===== src/hdl/lgpg_pkg.sv =====
`timescale 1ns / 1ps
package lgpg_pkg;
	localparam int unsigned NEUTRAL = 11520;
	localparam int unsigned HIP_LIM = 23040;

	typedef enum logic [2:0] {
		CFG_DURATION = 3'd0,
		CFG_START    = 3'd1,
		CFG_OFF0     = 3'd2,
		CFG_OFF1     = 3'd3,
		CFG_OFF2     = 3'd4,
		CFG_OFF3     = 3'd5,
		CFG_STEP     = 3'd6,
		CFG_SPEED    = 3'd7
	} cfg_idx_t;

	// handshake between the sequencer and the bit-serial divider
	typedef struct packed {
		logic        start;
		logic [47:0] dividend;
		logic [15:0] divisor;
	} div_req_t;

	typedef struct packed {
		logic        done;
		logic [47:0] quotient;
		logic [15:0] remainder;
	} div_rsp_t;

	// Q15 half sine, 6-term series of cos(pi*t), t = i/D - 1/2, in Q30
	function automatic logic [15:0] sine_entry(input int unsigned i, input int unsigned d);
		longint n;
		longint unsigned num, p1, p2, p3, p4, p5;
		longint unsigned num_sh, den, rem;
		longint s;
		n = 2 * longint'(i) - longint'(d);
		num = longint'(n * n);
		den = 4 * longint'(d) * longint'(d);
		num_sh = num << 30;
		// long division by compare and subtract
		p1 = 0;
		rem = 0;
		for (int b = 63; b >= 0; b--) begin
			rem = (rem << 1) | ((num_sh >> b) & 64'd1);
			if (rem >= den) begin
				rem = rem - den;
				p1 = p1 | (64'd1 << b);
			end
		end
		p2 = (p1 * p1) >> 30;
		p3 = (p2 * p1) >> 30;
		p4 = (p3 * p1) >> 30;
		p5 = (p4 * p1) >> 30;
		s = 64'sd1073741824;
		s -= longint'((64'd5298703516 * p1) >> 30);
		s += longint'((64'd4358008960 * p2) >> 30);
		s -= longint'((64'd1433727481 * p3) >> 30);
		s += longint'((64'd252684341 * p4) >> 30);
		s -= longint'((64'd27709939 * p5) >> 30);
		if (s < 0) s = 0;
		if (s > 64'sd1073741824) s = 64'sd1073741824;
		sine_entry = 16'((unsigned'(s) + 64'd16384) >> 15);
	endfunction
endpackage


===== src/hdl/lgpg_div.sv =====
`timescale 1ns / 1ps
// restoring divider, one quotient bit per cycle
module lgpg_div (
	input  logic              clk,
	input  logic              arst_n,
	input  lgpg_pkg::div_req_t req,
	output lgpg_pkg::div_rsp_t rsp
);
	logic [47:0] quo_q;
	logic [15:0] rem_q;
	logic [15:0] dvs_q;
	logic [5:0]  cnt_q;
	logic        busy_q;
	logic        done_q;
	logic [16:0] shifted;
	logic [17:0] diff;

	assign shifted = {rem_q, quo_q[47]};
	assign diff = {1'b0, shifted} - {2'b00, dvs_q};

	always_ff @(posedge clk or negedge arst_n) begin
		if (!arst_n) begin
			busy_q <= 1'b0;
			cnt_q <= '0;
			done_q <= 1'b0;
		end else begin
			done_q <= 1'b0;
			if (req.start) begin
				busy_q <= 1'b1;
				cnt_q <= 6'd47;
			end else if (busy_q) begin
				if (cnt_q == 6'd0) begin
					busy_q <= 1'b0;
					done_q <= 1'b1;
				end
				cnt_q <= cnt_q - 6'd1;
			end
		end
	end

	always_ff @(posedge clk) begin
		if (req.start) begin
			quo_q <= req.dividend;
			rem_q <= '0;
			dvs_q <= req.divisor;
		end else if (busy_q) begin
			if (!diff[17]) begin
				rem_q <= diff[15:0];
				quo_q <= {quo_q[46:0], 1'b1};
			end else begin
				rem_q <= shifted[15:0];
				quo_q <= {quo_q[46:0], 1'b0};
			end
		end
	end

	assign rsp = '{done: done_q, quotient: quo_q, remainder: rem_q};

	a_div_nonzero: assert property (@(posedge clk) disable iff (!arst_n)
		req.start |-> req.divisor != 16'd0) else $error("zero divisor");
endmodule


===== config.mk =====
export PLATFORM = sky130hd
export DESIGN_NAME = lgpg_div
export DESIGN_NICKNAME = d
export VERILOG_FILES = /design/src/hdl/lgpg_pkg.sv /design/src/hdl/lgpg_div.sv
export SDC_FILE = /design/constraint.sdc
export NUM_CORES = 1
export LEC_CHECK = 0
export BUFFER_PORTS_ARGS = -buffer_cell sky130_fd_sc_hd__buf_2
export CAP_MARGIN = 10
export CORE_ASPECT_RATIO = 1.5
export CORE_MARGIN = 1.5
export CORE_UTILIZATION = 56
export DETAILED_ROUTE_END_ITERATION = 12
export GPL_TIMING_DRIVEN = 0
export PLACE_DENSITY_LB_ADDON = 0.25
export SETUP_SLACK_MARGIN = 0.2
export SYNTH_ARGS = -nofsm -noshare
export SYNTH_HDL_FRONTEND = slang
export SYNTH_SLANG_ARGS = --single-unit
export TNS_END_PERCENT = 5

===== constraint.sdc =====
create_clock -name clk -period 6.6 [get_ports clk]
set_input_delay 0.66 -clock clk [delete_from_list [all_inputs] [get_ports clk]]
set_output_delay 0.66 -clock clk [all_outputs]
set_load 0.02 [all_outputs]

==> impl_results.md <==
* Crit-path slowest cell: fa_1
* Layout cells sized above 1 at 42.51%
* Crit. End Element: flop
* Global placer's final weighted congestion at 0.8685
* Largest net degree at the start of global routing at 49
* Area of the core at 7661 um^2
* Final Non-Filler Cells at 596
* Fmax at 0.3526 GHz
* Async set-reset flop share out of synthesis at 9.091%
* Least-Margin Pin Slew at 0.5657 ns
* Vias at 3253
* Top cell by count, worst path: inv_1
* Layout net count at 575
* Synth Cell Area at 4429 um^2
* Syn Area/Cell at 12.80 um^2
* Largest cells by area after synthesis: edfxtp_1 43%, mux2_2 12%, dfxtp_1 7.2%
* Clk Tree Root Cell: clkbuf_16
* Crit path cell chain: inv_1, ha_1, inv_1, fa_1, a211o_1, a21oi_1, o22ai_1, a31oi_1, xnor2_1, mux2i_1, a211oi_1
* NetSw at 0.3382 mW
* DP Wirelength at 7252 um
* Max incr delay on CP at 0.42 ns
* Placed cells at 580
* Initial antenna violation count at 0
* Post-DRT Antenna Nets at 0
* Sequential fraction of the synthesis area at 55.14%
* Worst Clk Skew at 0.005448 ns
* VDD IR max at 0.1741 mV
* Initial Utilization at 57.81%
* Library cells used by synthesis at 55
* Hold Path Class: in2async
* Sequential power share at 47.4%
* Post-route setup TNS at 0 ns
* Area leader, netlist: edfxtp_1
* Total Power at 1.399 mW
* Status: completed
* CP Data Required Time at 6.86 ns
* Die Span Y at 111.9 um
* Min Tclk post-route at 2.836 ns
* Via/cell ratio at 5.458
* CP arrival at 3.09 ns
* CTS sink cnt at 88
* Grt total ovfl at 0
* Routed WL at 9605 um
* Final instance area at 5544 um^2
* EDFF count, synth at 64
* Final Hold Viols at 0
* CTS hold repair buffers at 0
* Initial DRC Count at 162
* Top cell type's share of synthesized area at 43.39%
* Vias in the first global route at 3371
* P_leak at 2.447 nW
* Crit path max fanout at 3
* Full die area at 8463 um^2
* Sw Share at 24.17%
* First-pass GRT wire length at 15030 um
* DRT Pass-1 Iters at 4
* CTS tree: done
* Synth Warn # at 0
* Crit-path leading delay family: compound AO/OA/AOI/OAI gates
* Tcrit/Tclk final at 42.97%
* Final Setup Violations at 0
* Clock-pin slew on the worst setup and hold paths at 0.06 ns
* Placed Area at 5233 um^2
* Port Buffers at 131
* Gate power share at 14.3%
* Most common cell after layout, fill and taps aside: buf_2
* RSZ-0062 raised after global routing: no
* Type of origin of the critical path: flop
* FP Rows at 39
* Drt drc at 0
* CTS buffer count at 9
* Max clock buf depth at 2
* Synth Flop Type: edfxtp_1
* Most frequent cells in the layout: 131 x buf_2, 64 x edfxtp_1, 48 x mux2_2
* Ant diodes at 0
* H-tree depth at 3
* Setup CP Type: reg2reg
* Slew Limit Fails at 0
* IO Pins at 132
* Clock Power Share at 38.3%
* Die X-Extent at 75.62 um
* Buffer count from post-CTS setup fixing at 0
* Slew HR at 62.29%
* Net Count, Synth at 432
* Max Cap Viol at 0
* Seq cells post-synth at 88
* GRT Total Usage at 23.82%
* Post-CTS resize count at 0
* Syn Inst Count at 346
* Wire length per cell at 16.12 um
* P&R area growth vs syn at 25.17%
* Clk_lat worst skew at 0.34 ns
* Int Pwr at 1.061 mW
* WP buf/inv at 2
* Pwr/cell area at 252.4 nW/um^2
## synthesized netlist by cell type (all sizes together), types with 2 or more instances
master and count:
dfxtp 16, edfxtp 64, a21oi 14, xnor2 9, o21bai 2, nand2 15
a21o 6, nor3 5, o21a 3, o311ai 5, xor2 5, a211o 2
a211oi 14, buf 9, mux2 49, inv 24, a31oi 2, o21ai 6
ha 18, nand2b 5, a311oi 2, clkbuf 6, nor2b 4, and3 4
nor2 22, dfrtp 8, mux2i 9
## power by group through the flow
stage / registers (mW) / logic [mW] / clock network (mW)
2_1_floorplan: 0.714 / 0.0860 / 0
3_3_place_gp: 0.673 / 0.195 / 0
3_5_place_dp: 0.674 / 0.201 / 0
4_1_cts: 0.664 / 0.202 / 0.546
5_1_grt: 0.670 / 0.215 / 0.556
6_report: 0.664 / 0.200 / 0.536
## metrics by stage
stage | utilization, % | hold slack (ns) | setup slack, ns
floorplan | - | 0.3644 | 3.990
global placement | 68.04 | 0.5043 | 2.841
CTS | 72.37 | 0.1441 | 3.739
detailed placement | 68.30 | 0.5096 | 3.786
finish | 72.37 | 0.1475 | 3.764
global route | 72.37 | 0.1546 | 3.627
## per-layer routing
layer	share of wire (%)	global-route usage [%]	wire length [um]	vias up
met5	0	0	0	-
met4	3.1	11.55	297	0
met3	5.6	6.335	537	22
met2	54	41.40	5155	103
met1	38	25.78	3614	1558
li1	-	-	-	1570
## path summary, 6_finish.rpt
check,from,to,slack (ns),cells past startpoint
max,quo_q[47],rem_q[14],3.76,11
min in group clk,req[7],dvs_q[7],0.49,1
min reg2reg,rem_q[10],rem_q[10],0.52,2
min,arst_n,cnt_q[3],0.15,1
max reg2reg,quo_q[47],rem_q[14],3.76,11
max in group asynchronous,arst_n,cnt_q[5],6.29,1
## cell families after synthesis
family | synth area share (%)
flops | 55.14
simple gates | 8.023
buf+inv | 3.644
compound gates | 10.31
fa+ha+maj | 5.537
xor+xnor | 2.768
mux | 14.58
## layout make-up
type / count / area, um^2
Sequential cell: 88 / 2442
Multi-Input combinational cell: 219 / 1826
Timing Repair Buffer: 132 / 675.6
Clock inverter: 6 / 82.58
Clock buffer: 10 / 229.0
Tap cell: 102 / 127.6
Fill cell: 575 / 2117
Buffer: 15 / 71.32
Inverter: 24 / 90.09
## state kept, by name (all words and copies together) (netlist names)
name and flops:
busy_q 1, cnt_q 6, done_q 1, dvs_q 16, quo_q 48, rem_q 16
Note: power is estimated with default switching activity, not from simulation.
