File: src/hdl/lgpg_mul.sv
`timescale 1ns / 1ps
// shift-add multiplier, one multiplier bit per cycle, signed a by unsigned b
module lgpg_mul (
	input  logic               clk,
	input  logic               arst_n,
	input  logic               start,
	input  logic signed [17:0] a,
	input  logic        [17:0] b,
	output logic               done,
	output logic signed [36:0] prod
);
	logic signed [36:0] acc_q;
	logic signed [36:0] mcand_q;
	logic [17:0] mplier_q;
	logic [4:0]  cnt_q;
	logic        busy_q;

	always_ff @(posedge clk or negedge arst_n) begin
		if (!arst_n) begin
			busy_q <= 1'b0;
			cnt_q <= '0;
			done <= 1'b0;
		end else begin
			done <= 1'b0;
			if (start) begin
				busy_q <= 1'b1;
				cnt_q <= 5'd17;
			end else if (busy_q) begin
				if (cnt_q == 5'd0) begin
					busy_q <= 1'b0;
					done <= 1'b1;
				end
				cnt_q <= cnt_q - 5'd1;
			end
		end
	end

	always_ff @(posedge clk) begin
		if (start) begin
			acc_q <= '0;
			mcand_q <= 37'(a);
			mplier_q <= b;
		end else if (busy_q) begin
			if (mplier_q[0]) acc_q <= acc_q + mcand_q;
			mcand_q <= mcand_q <<< 1;
			mplier_q <= mplier_q >> 1;
		end
	end

	assign prod = acc_q;
endmodule

File: config.mk
export PLATFORM = sky130hd
export DESIGN_NAME = lgpg_mul
export DESIGN_NICKNAME = d
export VERILOG_FILES = /design/src/hdl/lgpg_mul.sv
export SDC_FILE = /design/constraint.sdc
export NUM_CORES = 1
export LEC_CHECK = 0
export BUFFER_PORTS_ARGS = -buffer_cell sky130_fd_sc_hd__buf_2
export CAP_MARGIN = 20
export CORE_ASPECT_RATIO = 1.4
export CORE_UTILIZATION = 55
export DETAILED_ROUTE_END_ITERATION = 16
export PLACE_DENSITY = 0.87
export SYNTH_ARGS = -nofsm -noshare
export SYNTH_HDL_FRONTEND = slang
export SYNTH_SLANG_ARGS = --single-unit
File: constraint.sdc
create_clock -name clk -period 3.5 [get_ports clk]
set_clock_uncertainty 0.1 [all_clocks]
set_input_delay 0.525 -clock clk [delete_from_list [all_inputs] [get_ports clk]]
set_output_delay 0.525 -clock clk [all_outputs]
set_load 0.02 [all_outputs]
==> results.md, run 1 <==
### Final layout
* **post-route cell area** 6870 µm²
* **Diodes inserted** 0
* **fraction of layout instances using a drive strength above 1** 20.7%
* **final layout net count** 793
* **non-filler cells, final** 861
* **area overhead of the layout relative to synthesis** 11.8%

### Global routing
* **grt met2 use** 48.8%
* **fraction of met3 tracks used by global routing** 3.63%
* **GRT busiest layer** met2
* **first-pass GRT wire length** 24.1 mm
* **initial antenna violation count** 0
* **global-route congestion overflow total** 0
* **GRT met1 Usage** 28.9%
* **largest net degree at the start of global routing** 43
* **via count of the first global-routing pass** 5159
* **Total GRT Usage** 26.2%

### Floorplanning
* **Die Footprint** 11600 µm²
* **placeable core region** 10900 µm²
* **die extent in y** 127 µm
* **initial core utilization** 56.5%
* **die width** 91.3 µm
* **# IOs** 77
* **standard-cell row count** 45

### Worst setup path
* **worst-path cell chain** ha_1 > a21oi_1 > nand2_1 > a221oi_1 > a21oi_1 > a21boi_1 > nor4_1 > a211o_1
* **maximum fanout along the worst path** 7
* **cell type with the highest occurrence count on the critical path** sky130_fd_sc_hd__a21oi_1
* **Largest stage delay, worst path** 0.52 ns
* **Worst setup endpoint** prod[29]
* **reg-to-reg endpoint** prod[29]
* **depth of the critical timing path with buffers and inverters included** 8
* **critical path buffer and inverter count** 0
* **Worst Setup End Kind** flip-flop
* **setup slack of the worst register-to-register path** 0.56 ns
* **Setup Crit Path Kind** reg -> reg
* **type of element launching the critical path** flip-flop
* **worst setup path startpoint** mcand_q[15]
* **FF-to-FF Start** mcand_q[15]
* **worst path required time** 3.65 ns
* **Critical Path AT** 3.08 ns
* **Top Family by Delay on Critical Path** compound AO/OA/AOI/OAI gates
* **Critical Path Slowest Stage Cell** sky130_fd_sc_hd__a221oi_1
* **Worst Reg-to-Reg Cells** 8

### Logic synthesis
* **number of warnings issued by yosys** 0
* **synthesized area per cell** 9.35 µm²
* **net count of the mapped netlist** 735
* **post-synthesis share of cell area spent on full adders, half adders and majority gates** 8.07%
* **main combinational cell family by area after synthesis** compound AO/OA/AOI/OAI gates
* **number of enable-type register cells in the synthesized netlist** 55
* **largest area contributor in the netlist** sky130_fd_sc_hd__edfxtp_1
* **netlist area before placement** 6140 µm²
* **XOR/XNOR share of the synthesized area** 4.71%
* **fraction of the mapped netlist area in simple logic gates** 15.1%
* **Unique masters post-synth** 68
* **async set-reset flop share out of synthesis** 7.07%
* **share of synthesized area occupied by flip-flops and latches** 41.8%
* **Synth top cells by count** sky130_fd_sc_hd__nand2_1 (94), sky130_fd_sc_hd__a21oi_1 (60), sky130_fd_sc_hd__o21ai_0 (56)
* **Seq cells post-synth** 99
* **gate count of the mapped netlist** 657
* **top cells by area in the synthesized netlist** sky130_fd_sc_hd__edfxtp_1 (27%), sky130_fd_sc_hd__dfxtp_1 (12%), sky130_fd_sc_hd__ha_1 (7.7%), sky130_fd_sc_hd__mux2_2 (6.1%), sky130_fd_sc_hd__nand2_1 (5.7%)
* **share of the synthesized area in compound gates (AO/OA/AOI/OAI)** 18.4%
* **most used flip-flop cell after synthesis** sky130_fd_sc_hd__edfxtp_1
* **area fraction of the dominant cell type after synthesis** 26.9%
* **fraction of synthesized area in multiplexers** 6.38%
* **count leader, synth** sky130_fd_sc_hd__nand2_1

### Detailed routing
* **count of TritonRoute iterations in the first routing pass** 5
* **average wire length per cell after detail routing** 17.0 µm
* **DRC marker count from the first detailed-route iteration** 433
* **Via density** 6.03
* **via total after detailed routing** 5196
* **antenna violation net count after detailed routing** 0
* **WL final** 14.7 mm
* **count of unresolved DRC violations after routing** 0

### STA
* **highest achievable clock rate** 0.341 GHz
* **final hold violation count** 0
* **max-slew headroom at the worst pin** 57.0%
* **final setup violating endpoints** 0
* **count of pins over their slew limit** 0
* **final-layout setup total negative slack** 0 ns
* **unrepaired setup endpoints after global routing** no
* **Post-Route Hold Slack** 0.345 ns
* **fin crit period** 2.94 ns
* **Slew @ Worst Pin** 0.640 ns
* **post-route fraction of the period consumed by the critical path** 83.9%

### Clock network
* **Clock Tree Root** sky130_fd_sc_hd__clkbuf_16
* **CTS HTree Levels** 3
* **TritonCTS sink count** 99
* **PostCTS Resize Cnt** 0
* **total CTS buffers** 9
* **later-pin clock latency in the skew report** 0.36 ns
* **clock slew seen by the registers of the worst setup and hold paths** 0.07 ns
* **clock tree from TritonCTS** done
* **buffers inserted by post-CTS timing repair** 0
* **number of hold buffers added after cts** 1
* **Longest Clk Path Bufs** 2

### Placement
* **post-place instance area** 6550 µm²
* **count of buffers inserted at the top-level ports** 76
* **final weighted congestion of routability-driven global placement** 0.975
* **number of placed cells counting well taps** 844
* **hpwl dp** 10.8 mm

### Power and ir drop
* **Leak Pwr** 0.00288 µW
* **portion of total power attributed to sequential cells** 34.1%
* **switching share of total power** 41.7%
* **Internal Pwr Total** 2850 µW
* **P_sw** 2040 µW
* **overall power consumption** 4890 µW
* **power share of the combinational group** 44.7%
* **power per standard cell area** 713 nW/µm²
* **worst ir drop on vdd** 331 µV
* **part of the power in the clock network** 21.2%

### Outcome
* **status** completed

### Run
* **max-capacitance violation count** 0

### Hold path
* **worst hold path class** in -> reg

-- flip-flops by register name, indices dropped and copies added, names as in the netlist --
name and count:
busy_q 1, cnt_q 5, done 1, mcand_q 37, mplier_q 18, prod 37
-- power groups by stage --
stage / clock network [µW] / logic (µW) / registers, µW
2_1_floorplan: 0 / 1530 / 1800
3_3_place_gp: 0 / 2100 / 1680
3_5_place_dp: 0 / 2140 / 1690
4_1_cts: 1050 / 2150 / 1670
5_1_grt: 1090 / 2390 / 1700
6_report: 1040 / 2190 / 1670
-- placed cells by master, fill, tap and decap left out, types with 3 or more instances in the layout --
cell type and instances:
sky130_fd_sc_hd__nand2_1 94, sky130_fd_sc_hd__buf_2 76, sky130_fd_sc_hd__a21oi_1 60, sky130_fd_sc_hd__o21ai_0 56, sky130_fd_sc_hd__edfxtp_1 55, sky130_fd_sc_hd__ha_1 38
sky130_fd_sc_hd__dfxtp_1 37, sky130_fd_sc_hd__nor2_1 35, sky130_fd_sc_hd__inv_1 34, sky130_fd_sc_hd__mux2_2 33, sky130_fd_sc_hd__xor2_1 17, sky130_fd_sc_hd__nand4_1 16
sky130_fd_sc_hd__xnor2_1 16, sky130_fd_sc_hd__nor3_1 13, sky130_fd_sc_hd__nand3_1 12, sky130_fd_sc_hd__a211oi_1 9, sky130_fd_sc_hd__clkbuf_16 9, sky130_fd_sc_hd__dfrtp_1 7
sky130_fd_sc_hd__a31oi_1 6, sky130_fd_sc_hd__o21bai_1 6, sky130_fd_sc_hd__buf_4 6, sky130_fd_sc_hd__nor4_1 5, sky130_fd_sc_hd__o211ai_1 4, sky130_fd_sc_hd__o31ai_1 4
sky130_fd_sc_hd__o21ai_1 4, sky130_fd_sc_hd__a21o_1 3, sky130_fd_sc_hd__and2_1 3, sky130_fd_sc_hd__nand2b_1 3, sky130_fd_sc_hd__a221oi_1 3, sky130_fd_sc_hd__or3_1 3
-- cells by family after synthesis --
logic type | Yosys count
simple gates | 200
compound gates | 180
xor+xnor | 33
mux | 35
fa+ha+maj | 39
flops | 99
buf+inv | 71
-- how the worst min path moves through the flow --
stage	start	to	slack, ns	cells past startpoint
final	a[0]	mcand_q[0]	0.34	2
after global routing	a[0]	mcand_q[0]	0.35	2
after CTS	b[17]	mplier_q[17]	0.34	2
after detailed placement	arst_n	done	0.26	1
after global placement	arst_n	done	0.26	1
after floorplan	arst_n	busy_q	0.13	0
-- layer usage --
layer	share of wire, %	routed length (µm)	up-vias
met4	3.4	500	0
met5	0	0	-
li1	-	-	2504
met1	39	5780	2463
met2	53	7710	181
met3	4.5	656	48
-- layout make-up --
type / count / area (µm²)
clock buffers: 9 / 225
flip-flops and latches: 99 / 2570
fillers: 893 / 4000
multi-input cells: 487 / 3230
clock inverters: 7 / 81.3
inverters: 34 / 128
well taps: 141 / 176
repair buffers: 84 / 455
-- through the flow --
step | setup slack [ns] | util (%)
final | 0.564 | 63.2
after global routing | 0.368 | 63.2
after CTS | 0.664 | 63.2
after detailed placement | 0.685 | 60.3
after global placement | 0.699 | 60.3
after floorplan | 0.824 | -
Note: power is estimated with default switching activity, not from simulation.
==> inputs of run 2 (changes only) <==
--- a/config.mk
+++ b/config.mk
@@ -5,12 +5,13 @@
 export SDC_FILE = /design/constraint.sdc
 export NUM_CORES = 1
 export LEC_CHECK = 0
+export ABC_AREA = 1
 export BUFFER_PORTS_ARGS = -buffer_cell sky130_fd_sc_hd__buf_2
 export CAP_MARGIN = 20
 export CORE_ASPECT_RATIO = 1.4
-export CORE_UTILIZATION = 55
+export CORE_UTILIZATION = 54
 export DETAILED_ROUTE_END_ITERATION = 16
-export PLACE_DENSITY = 0.87
+export PLACE_DENSITY = 0.89
 export SYNTH_ARGS = -nofsm -noshare
 export SYNTH_HDL_FRONTEND = slang
 export SYNTH_SLANG_ARGS = --single-unit
==> constraint.sdc (replaced) <==
create_clock -name clk -period 2.43 [get_ports clk]
set_clock_uncertainty 0.1 [all_clocks]
set_input_delay 0.3645 -clock clk [delete_from_list [all_inputs] [get_ports clk]]
set_output_delay 0.3645 -clock clk [all_outputs]
set_load 0.02 [all_outputs]
==> run 2 against run 1 <==
Effect of this change: wire length up 18%; final area is 8.6% higher; setup slack worse by 0.39 ns; die area rose by 8.5%; register-to-register slack lost 0.39 ns; critical path type unchanged.
==> results.md, run 2 <==
### Logic synthesis
* **Seq cells post-synth** 99
* **area fraction of the dominant cell type after synthesis** 25.2%
* **netlist area before placement** 6550 µm²
* **async set-reset flop share out of synthesis** 7.07%
* **most used flip-flop cell after synthesis** sky130_fd_sc_hd__edfxtp_1
* **number of warnings issued by yosys** 0
* **synthesized area per cell** 6.85 µm²
* **top cells by area in the synthesized netlist** sky130_fd_sc_hd__edfxtp_1 (25%), sky130_fd_sc_hd__nand2_1 (20%), sky130_fd_sc_hd__dfxtp_1 (11%), sky130_fd_sc_hd__inv_1 (7.3%), sky130_fd_sc_hd__ha_1 (7.3%)
* **gate count of the mapped netlist** 956
* **Synth top cells by count** sky130_fd_sc_hd__nand2_1 (355), sky130_fd_sc_hd__inv_1 (127), sky130_fd_sc_hd__nor2_1 (124)
* **Unique masters post-synth** 35
* **share of synthesized area occupied by flip-flops and latches** 39.2%
* **number of enable-type register cells in the synthesized netlist** 55
* **largest area contributor in the netlist** sky130_fd_sc_hd__edfxtp_1
* **net count of the mapped netlist** 1034
* **count leader, synth** sky130_fd_sc_hd__nand2_1

### Detailed routing
* **WL final** 17.3 mm
* **DRC marker count from the first detailed-route iteration** 331
* **via total after detailed routing** 6194
* **Via density** 5.22
* **antenna violation net count after detailed routing** 0
* **count of TritonRoute iterations in the first routing pass** 7
* **count of unresolved DRC violations after routing** 0
* **average wire length per cell after detail routing** 14.6 µm

### Final layout
* **non-filler cells, final** 1186
* **fraction of layout instances using a drive strength above 1** 13.3%
* **area of combinational cells with multiple inputs** 3400 µm²
* **area overhead of the layout relative to synthesis** 13.9%
* **Sequential cell area** 2570 µm²
* **final layout net count** 1112
* **Diodes inserted** 0
* **# fillers** 1077
* **most frequent cells in the layout** sky130_fd_sc_hd__nand2_1 (355), sky130_fd_sc_hd__inv_1 (126), sky130_fd_sc_hd__nor2_1 (124), sky130_fd_sc_hd__buf_2 (76), sky130_fd_sc_hd__edfxtp_1 (55)
* **post-route cell area** 7460 µm²
* **commonest non-fill, non-tap cell in the layout** sky130_fd_sc_hd__nand2_1

### STA
* **crit path setup slack, layout** 0.174 ns
* **post-route fraction of the period consumed by the critical path** 92.8%
* **final hold violation count** 0
* **count of pins over their slew limit** 0
* **max-slew headroom at the worst pin** 71.6%
* **highest achievable clock rate** 0.443 GHz
* **Slew @ Worst Pin** 0.421 ns
* **unrepaired setup endpoints after global routing** no
* **final-layout setup total negative slack** 0 ns
* **final setup violating endpoints** 0
* **fin crit period** 2.26 ns

### Worst setup path
* **type of element launching the critical path** flip-flop
* **Setup Crit Path Kind** reg -> reg
* **Worst setup endpoint** prod[30]
* **setup slack of the worst register-to-register path** 0.17 ns
* **Largest stage delay, worst path** 0.39 ns
* **reg-to-reg endpoint** prod[30]
* **cell type with the highest occurrence count on the critical path** sky130_fd_sc_hd__nand2_1
* **maximum fanout along the worst path** 4
* **worst-path cell chain** ha_1 > fa_2 > nand3_1 > nand3_2 > nand2_1 > nand2_1 > nand3_1 > nand2_1 > nand2_1 > nand2_1 > nand2_1 > nand3_1 > nand2_1 > inv_1
* **worst path required time** 2.59 ns
* **worst setup path startpoint** mcand_q[0]
* **Critical Path Slowest Stage Cell** sky130_fd_sc_hd__edfxtp_1
* **Worst Reg-to-Reg Cells** 14
* **FF-to-FF Start** mcand_q[0]
* **Critical Path AT** 2.42 ns
* **Worst Setup End Kind** flip-flop

### Power and ir drop
* **P_sw** 3150 µW
* **part of the power in the clock network** 21.4%
* **switching share of total power** 43.4%
* **Leak Pwr** 0.00424 µW
* **power share of the combinational group** 44.4%
* **portion of total power attributed to sequential cells** 34.1%
* **power per standard cell area** 972 nW/µm²
* **Internal Pwr Total** 4110 µW
* **worst ir drop on vdd** 472 µV

### Floorplanning
* **placeable core region** 11800 µm²
* **standard-cell row count** 47
* **Die Footprint** 12600 µm²
* **die width** 95.1 µm
* **# IOs** 77
* **die extent in y** 132 µm
* **initial core utilization** 55.4%

### Outcome
* **status** completed

### Hold path
* **worst hold path class** in -> reg

### Global routing
* **Total GRT Usage** 29.1%
* **global-route congestion overflow total** 0
* **initial antenna violation count** 0
* **first-pass GRT wire length** 28.1 mm
* **largest net degree at the start of global routing** 49
* **via count of the first global-routing pass** 6028

### Clock network
* **clock slew seen by the registers of the worst setup and hold paths** 0.07 ns
* **TritonCTS sink count** 99
* **clock tree from TritonCTS** done
* **later-pin clock latency in the skew report** 0.36 ns
* **total CTS buffers** 9
* **CTS HTree Levels** 3
* **Clock Tree Root** sky130_fd_sc_hd__clkbuf_16
* **Longest Clk Path Bufs** 2

### Placement
* **number of placed cells counting well taps** 1169
* **post-place instance area** 7130 µm²
* **final weighted congestion of routability-driven global placement** 0.986
* **Worst Setup Slack post-DPL** 0.138 ns
* **count of buffers inserted at the top-level ports** 76
* **hpwl dp** 13.3 mm

### Run
* **max-capacitance violation count** 0

run 2: changes by cell type after synthesis, sizes merged, moves of 20 or more:
cell | before | now
nand3 | 12 | 51
nor2 | 35 | 132
mux2 | 33 | 0
nand2 | 94 | 362
a21oi | 61 | 41
o21ai | 61 | 36
inv | 34 | 132
run 2: timing repair:
item,CTS,global route
setup endpoints to repair,0,4
buffers inserted,0,0
hold buffers,1,0
hold endpoints to repair,7,0
gates resized for setup,0,1
run 2: layout make-up:
type | count | share of cell area [%]
clock inverters | 7 | 1.22
multi-input cells | 702 | 45.5
flip-flops and latches | 99 | 34.4
inverters | 132 | 6.64
clock buffers | 9 | 3.02
repair buffers | 90 | 6.71
well taps | 147 | 2.47
run 2: cell families after synthesis:
logic type	after synthesis	synth area share, %
and+or+nand+nor	556	34.5
adders and majority gates	39	7.56
DFF	99	39.2
buffers and inverters	155	9.00
xor gates and xnor gates	18	2.41
AOI/OAI and AO/OA	89	7.39
run 2: power groups by stage:
| stage | Combinational (µW) | Sequential (µW) | Clock [µW] |
|---|---|---|---|
| after floorplan | 2130 | 2630 | 0 |
| after global placement | 3120 | 2500 | 0 |
| after detailed placement | 3180 | 2510 | 0 |
| after CTS | 3210 | 2470 | 1560 |
| after global routing | 3630 | 2520 | 1610 |
| final | 3220 | 2480 | 1550 |
run 2: worst min path at each step:
| stage | start | endpoint | slack (ns) | depth (start not counted) |
|---|---|---|---|---|
| floorplan | arst_n | busy_q | -0.03 | 0 |
| global placement | arst_n | cnt_q[2] | 0.10 | 1 |
| detailed placement | arst_n | done | 0.10 | 1 |
| CTS | a[0] | mcand_q[0] | 0.16 | 3 |
| global route | b[17] | mplier_q[17] | 0.17 | 3 |
| finish | a[0] | mcand_q[0] | 0.16 | 3 |
run 2: metal layers:
| layer | global-route usage, % | wire [µm] |
|---|---|---|
| met5 | 0 | 0 |
| met4 | 15.0 | 801 |
| met3 | 3.46 | 642 |
| met2 | 53.4 | 9220 |
| met1 | 31.6 | 6670 |
run 2: through the flow:
| step | util, % | total power (µW) | hold WS (ns) |
|---|---|---|---|
| 2_1_floorplan | - | 4760 | -0.0311 |
| 3_3_place_gp | 60.3 | 5620 | 0.102 |
| 3_5_place_dp | 60.3 | 5680 | 0.103 |
| 4_1_cts | 63.1 | 7250 | 0.157 |
| 5_1_grt | 63.1 | 7750 | 0.169 |
| 6_report | 63.1 | 7260 | 0.160 |
run 2: critical path: cells and delay by family (launching register included):
family / cells / cell delay [ns]
and+or+nand+nor: 11 / 1.01
DFF: 1 / 0.39
adders and majority gates: 2 / 0.62
buffers and inverters: 1 / 0.03
==> inputs of run 3 (changes only) <==
--- a/config.mk
+++ b/config.mk
@@ -12,6 +12,7 @@
 export CORE_UTILIZATION = 54
 export DETAILED_ROUTE_END_ITERATION = 16
 export PLACE_DENSITY = 0.89
+export REMOVE_ABC_BUFFERS = 1
 export SYNTH_ARGS = -nofsm -noshare
 export SYNTH_HDL_FRONTEND = slang
 export SYNTH_SLANG_ARGS = --single-unit
==> run 3 against run 2 <==
Effect of this change: power shrank 2.8%; final cell count shrank 0.34%; fmax grew 2.0%; final area shrank 0.60%; wire length shrank 4.2%; first-iteration DRC count shrank 2.1%; non-clock buffer count shrank 4; largest cell class unchanged; largest power group unchanged; highest routed layer unchanged.
==> results.md, run 3 (synthesis results as in run 2) <==
### Worst setup path
* **Setup Crit Path Kind** reg -> reg
* **type of element launching the critical path** flip-flop
* **FF-to-FF Start** mcand_q[0]
* **maximum fanout along the worst path** 4
* **Worst setup endpoint** prod[24]
* **worst path required time** 2.58 ns
* **Worst Setup End Kind** flip-flop
* **reg-to-reg endpoint** prod[24]
* **worst setup path startpoint** mcand_q[0]
* **Critical Path AT** 2.37 ns
* **setup slack of the worst register-to-register path** 0.22 ns
* **Worst Reg-to-Reg Cells** 14

### Floorplanning
* **Die Footprint** 12600 µm²
* **# IOs** 77
* **placeable core region** 11800 µm²
* **die extent in y** 132 µm
* **initial core utilization** 55.4%
* **standard-cell row count** 47
* **die width** 95.1 µm

### Final layout
* **final layout net count** 1108
* **most frequent cells in the layout** sky130_fd_sc_hd__nand2_1 (355), sky130_fd_sc_hd__inv_1 (126), sky130_fd_sc_hd__nor2_1 (124), sky130_fd_sc_hd__buf_2 (76), sky130_fd_sc_hd__edfxtp_1 (55)
* **Diodes inserted** 0
* **fraction of layout instances using a drive strength above 1** 12.9%
* **commonest non-fill, non-tap cell in the layout** sky130_fd_sc_hd__nand2_1
* **non-filler cells, final** 1182
* **area overhead of the layout relative to synthesis** 13.2%
* **# fillers** 1112

### Clock network
* **TritonCTS sink count** 99
* **Longest Clk Path Bufs** 2
* **CTS HTree Levels** 3
* **clock tree from TritonCTS** done
* **Clock Tree Root** sky130_fd_sc_hd__clkbuf_16
* **later-pin clock latency in the skew report** 0.35 ns
* **clock slew seen by the registers of the worst setup and hold paths** 0.07 ns
* **total CTS buffers** 9

### Power and ir drop
* **power per standard cell area** 951 nW/µm²
* **Leak Pwr** 0.00420 µW
* **power share of the combinational group** 45.0%
* **switching share of total power** 43.5%
* **part of the power in the clock network** 19.9%
* **P_sw** 3070 µW
* **worst ir drop on vdd** 461 µV
* **Internal Pwr Total** 3980 µW
* **portion of total power attributed to sequential cells** 35.1%

### STA
* **fin crit period** 2.21 ns
* **max-slew headroom at the worst pin** 50.9%
* **final setup violating endpoints** 0
* **Slew @ Worst Pin** 0.735 ns
* **highest achievable clock rate** 0.452 GHz
* **count of pins over their slew limit** 0
* **unrepaired setup endpoints after global routing** no
* **final-layout setup total negative slack** 0 ns
* **post-route fraction of the period consumed by the critical path** 91.1%
* **final hold violation count** 0

### Hold path
* **worst hold path class** in -> reg

### Placement
* **hpwl dp** 12.8 mm
* **number of placed cells counting well taps** 1164
* **count of buffers inserted at the top-level ports** 76
* **final weighted congestion of routability-driven global placement** 0.941

### Global routing
* **first-pass GRT wire length** 27.1 mm
* **largest net degree at the start of global routing** 57
* **via count of the first global-routing pass** 6034
* **initial antenna violation count** 0
* **global-route congestion overflow total** 0
* **Total GRT Usage** 27.9%

### Run
* **max-capacitance violation count** 0

### Detailed routing
* **via total after detailed routing** 6160
* **count of TritonRoute iterations in the first routing pass** 5
* **antenna violation net count after detailed routing** 0
* **Via density** 5.21
* **DRC marker count from the first detailed-route iteration** 324
* **average wire length per cell after detail routing** 14.1 µm
* **WL final** 16.6 mm
* **count of unresolved DRC violations after routing** 0

### Outcome
* **status** completed

run 3: cell types whose count changed in the layout (fill, tap and decap cells not counted), sizes merged:
cell / before / now
clkinvlp: 1 / 2
bufinv: 1 / 0
clkinv: 1 / 2
inv: 136 / 135
buf: 89 / 85
run 3: stage by stage:
stage / area (µm²) / utilization, % / hold WS [ns] / total power [µW] / worst slack [ns]
after floorplan: 6460 / - / -0.0311 / 4720 / 0.326
after global placement: 7110 / 60.1 / 0.100 / 5580 / 0.245
after detailed placement: 7110 / 60.1 / 0.106 / 5650 / 0.160
after CTS: 7400 / 62.6 / 0.165 / 7060 / 0.147
after global routing: 7420 / 62.7 / 0.170 / 7590 / 0.00802
final: 7420 / 62.7 / 0.171 / 7050 / 0.217
run 3: routing by layer:
layer,routed length (µm),GRT usage [%],vias to the layer above
met3,664,3.92,74
met5,0,0,-
met4,1100,18.6,0
met1,6330,29.9,2748
met2,8520,49.2,188
li1,-,-,3150
run 3: final cells by class:
class	instances	area (µm²)	share of cell area, %
Clock inverter	7	61.3	0.827
Clock buffer	9	225	3.04
Timing Repair Buffer	86	483	6.51
Inverter	132	495	6.68
Multi-Input combinational cell	702	3400	45.8
Tap cell	147	184	2.48
Sequential cell	99	2570	34.6
run 3: repair_timing:
item / CTS / global route
gates resized for setup: 0 / 2
hold buffers: 1 / 0
endpoints found under the hold margin: 7 / 0
setup buffers: 0 / 1
setup endpoints to repair: 0 / 4
run 3: power groups by stage:
| stage | registers (µW) | logic (µW) | clock network, µW |
|---|---|---|---|
| 2_1_floorplan | 2630 | 2090 | 0 |
| 3_3_place_gp | 2490 | 3090 | 0 |
| 3_5_place_dp | 2510 | 3140 | 0 |
| 4_1_cts | 2480 | 3160 | 1420 |
| 5_1_grt | 2520 | 3570 | 1490 |
| 6_report | 2480 | 3170 | 1400 |
run 3: how the worst min path moves through the flow:
stage / startpoint / end / slack [ns] / depth (start not counted)
finish: a[0] / mcand_q[0] / 0.17 / 3
global route: a[0] / mcand_q[0] / 0.17 / 3
CTS: a[0] / mcand_q[0] / 0.16 / 3
detailed placement: arst_n / cnt_q[3] / 0.11 / 1
global placement: arst_n / cnt_q[4] / 0.10 / 1
floorplan: arst_n / busy_q / -0.03 / 0
run 3: critical path, cell delays in order (launching register included):
cell and delay, ns:
sky130_fd_sc_hd__edfxtp_1 0.40, sky130_fd_sc_hd__ha_2 0.22, sky130_fd_sc_hd__fa_2 0.40, sky130_fd_sc_hd__nand3_1 0.11, sky130_fd_sc_hd__nand3_2 0.12, sky130_fd_sc_hd__nand2_1 0.10, sky130_fd_sc_hd__nand3_2 0.10, sky130_fd_sc_hd__nand2_1 0.10
sky130_fd_sc_hd__nand2_1 0.10, sky130_fd_sc_hd__nand2_1 0.09, sky130_fd_sc_hd__nand2_1 0.06, sky130_fd_sc_hd__nand2_1 0.06, sky130_fd_sc_hd__nand3_1 0.06, sky130_fd_sc_hd__nand2_1 0.08, sky130_fd_sc_hd__inv_1 0.03
